`config.mk`:
```
export PLATFORM = sky130hd
export DESIGN_NAME = led_command_frame_parser_core
export DESIGN_NICKNAME = d
export VERILOG_FILES = /design/src/rtl/core/lcfp_pkg.sv /design/src/rtl/core/lcfp_csr.sv /design/src/rtl/core/lcfp_front.sv /design/src/rtl/core/lcfp_queue.sv /design/src/rtl/core/lcfp_back.sv /design/src/rtl/core/led_command_frame_parser_core.sv
export SDC_FILE = /design/constraint.sdc
export NUM_CORES = 1
export LEC_CHECK = 0
export ABC_AREA = 1
export BUFFER_PORTS_ARGS = -buffer_cell sky130_fd_sc_hd__buf_4
export CAP_MARGIN = 20
export CORE_UTILIZATION = 55
export CTS_BUF_LIST = sky130_fd_sc_hd__clkbuf_16
export CTS_CLUSTER_DIAMETER = 150
export DETAILED_ROUTE_END_ITERATION = 8
export PLACE_DENSITY = 0.82
export REMOVE_ABC_BUFFERS = 1
export SYNTH_ARGS = -nofsm -noshare
export SYNTH_HDL_FRONTEND = slang
export SYNTH_SLANG_ARGS = --single-unit
```
`constraint.sdc`:
```
create_clock -name clock -period 6.49 [get_ports clock]
set_input_delay 0 -clock clock [delete_from_list [all_inputs] [get_ports clock]]
set_output_delay 0 -clock clock [all_outputs]
set_load 0.1 [all_outputs]
```
`src/rtl/core/lcfp_pkg.sv`:
```
// Shared types, codes and defaults for the LED command frame parser.
package lcfp_pkg;

   localparam int QUEUE_DEPTH = 2;
   localparam int CSR_ADDR_W  = 3;
   localparam int CSR_DATA_W  = 32;

   localparam logic [7:0] SYNC_RESET   = 8'hAA;
   localparam logic [7:0] HEADER_RESET = 8'hBB;

   localparam logic REG_SYNC   = 1'b0;
   localparam logic REG_HEADER = 1'b1;

   localparam logic [7:0] CMD_LED   = 8'h01;
   localparam logic [7:0] CMD_BLINK = 8'h02;
   localparam logic [7:0] CMD_QUERY = 8'h03;

   localparam logic [7:0] REPLY_TAG  = 8'h01;
   localparam logic [7:0] STATUS_OK  = 8'h10;
   localparam logic [7:0] STATUS_ERR = 8'h20;

   localparam logic [7:0] LEN_LED   = 8'h02;
   localparam logic [7:0] LEN_OTHER = 8'h01;
   localparam logic [7:0] DATA_ZERO = 8'h00;
   localparam logic [7:0] DATA_ONE  = 8'h01;

   localparam logic [1:0] LED_OFF   = 2'd0;
   localparam logic [1:0] LED_ON    = 2'd1;
   localparam logic [1:0] LED_FLASH = 2'd2;

   localparam logic [2:0] ERR_NONE  = 3'd0;
   localparam logic [2:0] ERR_SYNC  = 3'd1;
   localparam logic [2:0] ERR_CMD   = 3'd2;
   localparam logic [2:0] ERR_LEN   = 3'd3;
   localparam logic [2:0] ERR_DATA1 = 3'd4;
   localparam logic [2:0] ERR_DATA2 = 3'd5;

   localparam logic [1:0] IDX_HEADER = 2'd0;
   localparam logic [1:0] IDX_CMD    = 2'd1;
   localparam logic [1:0] IDX_TAG    = 2'd2;
   localparam logic [1:0] IDX_STATUS = 2'd3;

   typedef struct packed {
      logic [7:0] command;
      logic [1:0] led_mode;
      logic [2:0] error_kind;
   } job_type;

   typedef struct packed {
      logic    valid;
      job_type job;
   } job_push_type;

   typedef struct packed {
      logic    empty;
      job_type job;
   } job_head_type;

endpackage

```
`src/rtl/core/lcfp_csr.sv`:
```
// Configuration registers: sync byte and reply header, APB-style access.
module lcfp_csr #(
   parameter int ADDR_W = lcfp_pkg::CSR_ADDR_W,
   parameter int DATA_W = lcfp_pkg::CSR_DATA_W
) (
   input  logic              clock,
   input  logic              reset,
   input  logic              csr_psel,
   input  logic              csr_penable,
   input  logic              csr_pwrite,
   input  logic [ADDR_W-1:0] csr_paddr,
   input  logic [DATA_W-1:0] csr_pwdata,
   output logic [DATA_W-1:0] csr_prdata,
   output logic              csr_pready,
   output logic [7:0]        sync_value,
   output logic [7:0]        reply_header
);

   logic [7:0] sync_ff, sync_in;
   logic [7:0] header_ff, header_in;
   logic       wr_en;
   logic       reg_sel;

   assign csr_pready = 1'b1;
   assign wr_en      = csr_psel && csr_penable && csr_pwrite && csr_pready;
   assign reg_sel    = csr_paddr[2];

   always_comb begin
      sync_in   = sync_ff;
      header_in = header_ff;
      if (wr_en) begin
         unique case (reg_sel)
            lcfp_pkg::REG_SYNC:   sync_in   = csr_pwdata[7:0];
            lcfp_pkg::REG_HEADER: header_in = csr_pwdata[7:0];
            default: ;
         endcase
      end
   end

   always_ff @(posedge clock) begin
      if (reset) begin
         sync_ff   <= lcfp_pkg::SYNC_RESET;
         header_ff <= lcfp_pkg::HEADER_RESET;
      end else begin
         sync_ff   <= sync_in;
         header_ff <= header_in;
      end
   end

   always_comb begin
      csr_prdata = '0;
      unique case (reg_sel)
         lcfp_pkg::REG_SYNC:   csr_prdata[7:0] = sync_ff;
         lcfp_pkg::REG_HEADER: csr_prdata[7:0] = header_ff;
         default: ;
      endcase
   end

   assign sync_value   = sync_ff;
   assign reply_header = header_ff;

endmodule

```
`src/rtl/core/lcfp_front.sv`:
```
// Frame parser: checks each received byte and queues a reply job when one is due.
module lcfp_front (
   input  logic                   clock,
   input  logic                   reset,
   input  logic                   accept,
   input  logic [7:0]             rx_byte,
   input  logic [7:0]             sync_value,
   output lcfp_pkg::job_push_type push
);

   typedef enum logic [4:0] {
      ST_SYNC  = 5'b00001,
      ST_CMD   = 5'b00010,
      ST_LEN   = 5'b00100,
      ST_DATA1 = 5'b01000,
      ST_DATA2 = 5'b10000
   } state_type;

   state_type  state_ff, state_in;
   logic [7:0] cmd_ff, cmd_in;
   logic [1:0] led_ff, led_in;
   logic       emit;
   logic [2:0] err;
   logic [7:0] job_cmd;
   logic       is_led;

   assign is_led = (cmd_ff == lcfp_pkg::CMD_LED);

   always_comb begin
      state_in = state_ff;
      cmd_in   = cmd_ff;
      led_in   = led_ff;
      emit     = 1'b0;
      err      = lcfp_pkg::ERR_NONE;
      job_cmd  = cmd_ff;
      unique case (state_ff)
         ST_CMD: begin
            cmd_in  = rx_byte;
            job_cmd = rx_byte;
            if (rx_byte != lcfp_pkg::CMD_LED && rx_byte != lcfp_pkg::CMD_BLINK &&
                rx_byte != lcfp_pkg::CMD_QUERY) begin
               emit = 1'b1;
               err  = lcfp_pkg::ERR_CMD;
            end else begin
               state_in = ST_LEN;
            end
         end
         ST_LEN: begin
            if (rx_byte != (is_led ? lcfp_pkg::LEN_LED : lcfp_pkg::LEN_OTHER)) begin
               emit = 1'b1;
               err  = lcfp_pkg::ERR_LEN;
            end else begin
               state_in = ST_DATA1;
            end
         end
         ST_DATA1: begin
            if (rx_byte != (is_led ? lcfp_pkg::DATA_ZERO : lcfp_pkg::DATA_ONE)) begin
               emit = 1'b1;
               err  = lcfp_pkg::ERR_DATA1;
            end else if (!is_led) begin
               emit = 1'b1;
               if (cmd_ff == lcfp_pkg::CMD_BLINK) begin
                  led_in = lcfp_pkg::LED_FLASH;
               end
            end else begin
               state_in = ST_DATA2;
            end
         end
         ST_DATA2: begin
            emit = 1'b1;
            if (rx_byte != lcfp_pkg::DATA_ZERO && rx_byte != lcfp_pkg::DATA_ONE) begin
               err = lcfp_pkg::ERR_DATA2;
            end else begin
               led_in = rx_byte[0] ? lcfp_pkg::LED_ON : lcfp_pkg::LED_OFF;
            end
         end
         default: begin
            if (rx_byte != sync_value) begin
               emit = 1'b1;
               err  = lcfp_pkg::ERR_SYNC;
            end else begin
               state_in = ST_CMD;
            end
         end
      endcase
      if (emit) begin
         state_in = ST_SYNC;
         cmd_in   = '0;
      end
   end

   always_ff @(posedge clock) begin
      if (reset) begin
         state_ff <= ST_SYNC;
         cmd_ff   <= '0;
         led_ff   <= lcfp_pkg::LED_OFF;
      end else if (accept) begin
         state_ff <= state_in;
         cmd_ff   <= cmd_in;
         led_ff   <= led_in;
      end
   end

   assign push.valid          = accept && emit;
   assign push.job.command    = job_cmd;
   assign push.job.led_mode   = led_in;
   assign push.job.error_kind = err;

endmodule

```
`src/rtl/core/lcfp_queue.sv`:
```
// Short job queue between the parser and the reply serializer.
module lcfp_queue #(
   parameter int DEPTH = lcfp_pkg::QUEUE_DEPTH
) (
   input  logic                   clock,
   input  logic                   reset,
   input  lcfp_pkg::job_push_type push,
   input  logic                   pop,
   output logic                   full,
   output lcfp_pkg::job_head_type head
);

   localparam int PTR_W = $clog2(DEPTH);
   localparam int CNT_W = $clog2(DEPTH + 1);

   lcfp_pkg::job_type slots_ff [DEPTH];
   logic [PTR_W-1:0]  wr_ptr_ff, wr_ptr_in;
   logic [PTR_W-1:0]  rd_ptr_ff, rd_ptr_in;
   logic [CNT_W-1:0]  count_ff, count_in;
   logic              do_push;
   logic              do_pop;

   assign full    = (count_ff == CNT_W'(DEPTH));
   assign do_push = push.valid && !full;
   assign do_pop  = pop && (count_ff != '0);

   always_comb begin
      wr_ptr_in = wr_ptr_ff;
      rd_ptr_in = rd_ptr_ff;
      count_in  = count_ff;
      if (do_push) begin
         wr_ptr_in = (wr_ptr_ff == PTR_W'(DEPTH - 1)) ? '0 : wr_ptr_ff + 1'b1;
      end
      if (do_pop) begin
         rd_ptr_in = (rd_ptr_ff == PTR_W'(DEPTH - 1)) ? '0 : rd_ptr_ff + 1'b1;
      end
      if (do_push && !do_pop) begin
         count_in = count_ff + 1'b1;
      end else if (do_pop && !do_push) begin
         count_in = count_ff - 1'b1;
      end
   end

   always_ff @(posedge clock) begin
      if (reset) begin
         wr_ptr_ff <= '0;
         rd_ptr_ff <= '0;
         count_ff  <= '0;
      end else begin
         wr_ptr_ff <= wr_ptr_in;
         rd_ptr_ff <= rd_ptr_in;
         count_ff  <= count_in;
      end
   end

   always_ff @(posedge clock) begin
      if (do_push) begin
         slots_ff[wr_ptr_ff] <= push.job;
      end
   end

   assign head.empty = (count_ff == '0);
   assign head.job   = slots_ff[rd_ptr_ff];

endmodule

```
`src/rtl/core/lcfp_back.sv`:
```
// Reply serializer: turns one queued job into four reply bytes.
module lcfp_back (
   input  logic                   clock,
   input  logic                   reset,
   input  lcfp_pkg::job_head_type head,
   output logic                   head_pop,
   input  logic [7:0]             reply_header,
   input  logic                   rsp_pop,
   output logic                   rsp_empty,
   output logic [7:0]             rsp_tx_byte,
   output logic                   rsp_last_byte,
   output logic [1:0]             rsp_led_mode,
   output logic [2:0]             rsp_error_kind
);

   lcfp_pkg::job_type job_ff;
   logic              busy_ff, busy_in;
   logic [1:0]        idx_ff, idx_in;
   logic              taken;
   logic              finish;
   logic              load;

   assign taken    = rsp_pop && busy_ff;
   assign finish   = taken && (idx_ff == lcfp_pkg::IDX_STATUS);
   assign load     = !head.empty && (!busy_ff || finish);
   assign head_pop = load;

   always_comb begin
      busy_in = busy_ff;
      idx_in  = idx_ff;
      if (taken) begin
         idx_in = idx_ff + 1'b1;
      end
      if (load) begin
         busy_in = 1'b1;
      end else if (finish) begin
         busy_in = 1'b0;
      end
   end

   always_ff @(posedge clock) begin
      if (reset) begin
         busy_ff <= 1'b0;
         idx_ff  <= lcfp_pkg::IDX_HEADER;
      end else begin
         busy_ff <= busy_in;
         idx_ff  <= idx_in;
      end
   end

   always_ff @(posedge clock) begin
      if (load) begin
         job_ff <= head.job;
      end
   end

   always_comb begin
      unique case (idx_ff)
         lcfp_pkg::IDX_HEADER: rsp_tx_byte = reply_header;
         lcfp_pkg::IDX_CMD:    rsp_tx_byte = job_ff.command;
         lcfp_pkg::IDX_TAG:    rsp_tx_byte = lcfp_pkg::REPLY_TAG;
         default: begin
            rsp_tx_byte = (job_ff.error_kind == lcfp_pkg::ERR_NONE) ?
                          lcfp_pkg::STATUS_OK : lcfp_pkg::STATUS_ERR;
         end
      endcase
   end

   assign rsp_empty      = !busy_ff;
   assign rsp_last_byte  = (idx_ff == lcfp_pkg::IDX_STATUS);
   assign rsp_led_mode   = job_ff.led_mode;
   assign rsp_error_kind = job_ff.error_kind;

endmodule

```
`src/rtl/core/led_command_frame_parser_core.sv`:
```
// Top level of the LED command frame parser.
//
// Input queue port: drive req_rx_byte with req_push; a byte is taken at a clock
// edge where req_push is high and req_full is low. Each byte is parsed at once.
// A byte that fails a check, or that completes a frame, yields one reply of four
// items: header, command, 0x01, status. Bytes that complete nothing yield none.
// Result queue port: the oldest item sits on rsp_* while rsp_empty is low and
// is taken at an edge with rsp_pop high. rsp_last_byte marks the status item.
// A due job is written into the job queue, then loaded into the serializer.
// Throughput: the parser takes one byte per cycle while req_full is low;
// replies drain at one item per cycle while rsp_pop is high, with no gap
// between replies while further jobs wait in the queue. One reply sits in the
// serializer and up to QUEUE_DEPTH more wait in the job queue; req_full rises
// when that queue is full, so a stalled receiver back-pressures the sender
// after QUEUE_DEPTH + 1 pending replies.
// Reset (synchronous, active high) empties the queue, returns the parser to
// sync hunt, clears the held command, turns the LED off and restores the
// registers (sync 0xAA at address 0, reply header 0xBB at address 4).
module led_command_frame_parser_core #(
   parameter int QUEUE_DEPTH = lcfp_pkg::QUEUE_DEPTH
) (
   input  logic                            clock,
   input  logic                            reset,
   input  logic                            req_push,
   output logic                            req_full,
   input  logic [7:0]                      req_rx_byte,
   output logic                            rsp_empty,
   input  logic                            rsp_pop,
   output logic [7:0]                      rsp_tx_byte,
   output logic                            rsp_last_byte,
   output logic [1:0]                      rsp_led_mode,
   output logic [2:0]                      rsp_error_kind,
   input  logic                            csr_psel,
   input  logic                            csr_penable,
   input  logic                            csr_pwrite,
   input  logic [lcfp_pkg::CSR_ADDR_W-1:0] csr_paddr,
   input  logic [lcfp_pkg::CSR_DATA_W-1:0] csr_pwdata,
   output logic [lcfp_pkg::CSR_DATA_W-1:0] csr_prdata,
   output logic                            csr_pready
);

   logic                   [7:0] sync_value;
   logic                   [7:0] reply_header;
   logic                         accept;
   lcfp_pkg::job_push_type       push;
   lcfp_pkg::job_head_type       head;
   logic                         head_pop;

   assign accept = req_push && !req_full;

   lcfp_csr u_csr (
      .clock        (clock),
      .reset        (reset),
      .csr_psel     (csr_psel),
      .csr_penable  (csr_penable),
      .csr_pwrite   (csr_pwrite),
      .csr_paddr    (csr_paddr),
      .csr_pwdata   (csr_pwdata),
      .csr_prdata   (csr_prdata),
      .csr_pready   (csr_pready),
      .sync_value   (sync_value),
      .reply_header (reply_header)
   );

   lcfp_front u_front (
      .clock      (clock),
      .reset      (reset),
      .accept     (accept),
      .rx_byte    (req_rx_byte),
      .sync_value (sync_value),
      .push       (push)
   );

   lcfp_queue #(
      .DEPTH (QUEUE_DEPTH)
   ) u_queue (
      .clock (clock),
      .reset (reset),
      .push  (push),
      .pop   (head_pop),
      .full  (req_full),
      .head  (head)
   );

   lcfp_back u_back (
      .clock          (clock),
      .reset          (reset),
      .head           (head),
      .head_pop       (head_pop),
      .reply_header   (reply_header),
      .rsp_pop        (rsp_pop),
      .rsp_empty      (rsp_empty),
      .rsp_tx_byte    (rsp_tx_byte),
      .rsp_last_byte  (rsp_last_byte),
      .rsp_led_mode   (rsp_led_mode),
      .rsp_error_kind (rsp_error_kind)
   );

endmodule

```
==> flow_summary.yaml <==
outcome:
  status: "completed"
die:
  die_h_um: 85.5
  die_x_um: 85.5
  pin_count: 99
  fp.dieArea_mm2: 0.00732
  core-area_mm2: 0.00676
  initial_utilization_pct: 56.8
  rows: 30
worst_setup_path:
  worst_r2r_path_depth: 8
  crit_path_max_fanout: 13
  worstSetupPathType: "flop to flop"
  critPathLaunchType: "flop"
  crit_arrival_ns: 2.55
  crit_path_end_kind: "flop"
  critPathRequiredTime_ns: 6.44
final_layout:
  area_growth_pct: 17.3
  post_route_cells_drive_above_1_share_pct: 14.7
  insertedDiodeCount: 0
  finalNetCount: 586
logic_synthesis:
  seq_area_frac_synth_pct: 50.3
  synth_largest_area_cell: "edfxtp_1"
  syn_area_per_cell_um2: 7.93
  synth.distinct_cells: 29
  syn-cell-area_mm2: 0.00384
  yosysTopAreaCellShare_pct: 30.5
  ys_top_cells_by_area: "edfxtp_1 (31%), dfxtp_1 (20%), nand2_1 (14%)"
  yosys_warnings: 0
  synth_cells: 484
  ys_ff_latch: 77
sta:
  setup_viol: 0
  final_critical_path_setup_slack_ns: 3.89
  fin_crit_ns: 2.60
  finalMaxSlewViolations: 0
  timing.fmax_mhz: 384
  tns_ns: 0
  period_share_pct: 40.1
  hold_violations: 0
  relSlewSlack_pct: 28.6
  clock_skew_ns: 0.00526
  worstMarginPinSlew_ns: 1.07
  rsz0062_at_grt: "false"
clock_tree:
  cts_resized: 0
  cts_num_sinks: 77
  clock_latency_ns: 0.33
  cts.reportedPaths.clkPinSlew_ns: 0.06
  cts_htree_levels: 3
  post_cts_buffers: 0
  cts_tree: "done"
  clock_path_buffers: 2
  cts_buffers: 9
  cts-root-buf: "clkbuf_16"
detailed_routing:
  drtIter0Drc: 196
  ant_nets: 0
  avgViaCountPerCell: 5.21
  remaining_drc_errors: 0
  wl_mm: 8.71
  vias: 3210
  dr.pass1.iters: 5
  routedWlPerCell_um: 14.1
global_routing:
  first_global_vias: 3066
  antenna_found_initial: 0
  grtUsageTotal_pct: 25.7
  overflow: 0
  grt_first_pass_wirelength_mm: 14.5
  grt_max_degree: 22
placed_design:
  gp_congestion: 0.947
  place_ws_ns: 3.87
  dpl.hpwl_mm: 6.17
  portBuffers: 47
power_and_ir_drop:
  leakage_nw: 2.12
  peakVddDrop_mv: 0.142
  powerDensity_mw_per_mm2: 419
run:
  maxCapViolations: 0
worst_hold_path:
  hold-path-cell-count: 3
  hp-class: "input port to flop"
cell usage after synthesis:
cell type	instances
inv_2	3
nand2_2	1
a21o_1	1
edfxtp_1	39
buf_4	32
clkbuf_1	12
nor4_1	1
inv_1	53
o21a_1	1
o21ai_1	1
dfxtp_1	38
ha_1	5
or2_2	1
o31ai_1	2
conb_1	2
nand3b_1	1
a21oi_1	37
nor2_2	5
nand4_1	2
o21ai_2	2
nor2_4	1
nand2_1	139
buf_6	1
o21ai_0	37
a22o_1	1
nand3_1	26
nor2_1	37
nand3_2	1
a21boi_0	2
placed cells by master (no fill, tap or decap):
| cell | Yosys | layout |
|---|---|---|
| inv_1 | 53 | 53 |
| ha_1 | 5 | 5 |
| nand4_1 | 2 | 2 |
| nand2_2 | 1 | 1 |
| buf_4 | 32 | 49 |
| inv_6 | 0 | 2 |
| dlygate4sd3_1 | 0 | 9 |
| edfxtp_1 | 39 | 39 |
| clkinv_2 | 0 | 1 |
| or2_2 | 1 | 1 |
| dfxtp_1 | 38 | 38 |
| a22o_1 | 1 | 1 |
| a21boi_0 | 2 | 2 |
| nand3_2 | 1 | 1 |
| nand3_1 | 26 | 26 |
| nor2_4 | 1 | 1 |
| nand3b_1 | 1 | 1 |
| clkbuf_16 | 0 | 10 |
| nor2_2 | 5 | 5 |
| clkinvlp_4 | 0 | 2 |
| conb_1 | 2 | 25 |
| a21o_1 | 1 | 1 |
| o21ai_0 | 37 | 37 |
| nand2_1 | 139 | 139 |
| o21ai_1 | 1 | 1 |
| nor4_1 | 1 | 1 |
| a21oi_1 | 37 | 37 |
| o21ai_2 | 2 | 2 |
| o21a_1 | 1 | 1 |
| nor2_1 | 37 | 37 |
| inv_2 | 3 | 3 |
| o31ai_1 | 2 | 2 |
| bufinv_16 | 0 | 1 |
worst paths after layout:
check                                         endpoint           startpoint  slack [ns]
worst max-delay path            u_queue.slots_ff[0][1]  u_front.state_ff[2]        3.89
worst min-delay path                  u_back.idx_ff[1]              rsp_pop        0.03
worst max register to register  u_queue.slots_ff[0][1]  u_front.state_ff[2]        3.89
worst min register to register     u_front.state_ff[3]  u_front.state_ff[3]        0.48
cells by family (layout without fill, tap and decap cells):
logic type / Yosys count / in the layout / share of synthesized area, %
other cells: 2 / 25 / 0.196
compound gates: 84 / 84 / 11.6
simple gates: 215 / 215 / 23.0
fa+ha+maj: 5 / 5 / 1.63
flops: 77 / 77 / 50.3
buf+inv: 101 / 130 / 13.2
repair_timing:
item	CTS	global route
setup endpoints to repair	0	0
hold endpoints to repair	27	0
hold buffers	9	0
critical path: stages (launching register included):
cell and delay [ns]:
dfxtp_1 0.33, nor2_1 0.18, nand3_2 0.22, inv_2 0.23, o21ai_2 0.09, a21boi_0 0.13
nand2_1 0.12, nand2_1 0.10, nor2_1 0.82
metrics by stage:
step	hold slack, ns	area [um^2]	util [%]	total power, mW	std cells
floorplan	0.0691	3630	-	1.21	462
global placement	0.225	4100	60.6	1.34	591
detailed placement	0.227	4100	60.6	1.37	591
CTS	0.0245	4500	66.6	1.89	616
global route	0.0392	4500	66.6	1.97	616
finish	0.0277	4500	66.6	1.89	616
final cells by class:
| type | instances | area (um^2) |
|---|---|---|
| sequential | 77 | 1930 |
| tap | 80 | 100 |
| timing repair buffer | 58 | 458 |
| multi-input combinational | 329 | 1490 |
| clock buffer | 10 | 250 |
| clock inverter | 6 | 67.6 |
| inverter | 56 | 210 |
| fill | 565 | 2250 |
where the power goes:
group          total, mW  leakage, nW  internal, mW  switching (mW)
logic              0.691         1.29         0.136           0.555
clock network      0.526        0.151         0.323           0.203
registers          0.671        0.678         0.626          0.0457
total               1.89         2.12          1.08           0.803
layer usage:
metal  GRT usage, %  part of all wire, %  up-vias
met3           3.37                  6.6       10
met2           43.9                   50      126
met1           33.4                   43     1481
li1               -                    -     1593
met4           9.85                  1.1        0
met5              0                    0        -
flip-flops by register name, summed over array words and instances, names as in the netlist:
name / count
u_back.busy_ff: 1
u_back.idx_ff: 2
u_back.job_ff: 8
u_back.rsp_error_kind: 3
u_back.rsp_led_mode: 2
u_csr.reply_header: 8
u_csr.sync_value: 8
u_front.cmd_ff: 8
u_front.led_ff: 2
u_front.state_ff: 5
u_queue.count_ff: 2
u_queue.rd_ptr_ff: 1
u_queue.slots_ff: 26
u_queue.wr_ptr_ff: 1
Note: power is estimated with default switching activity, not from simulation.
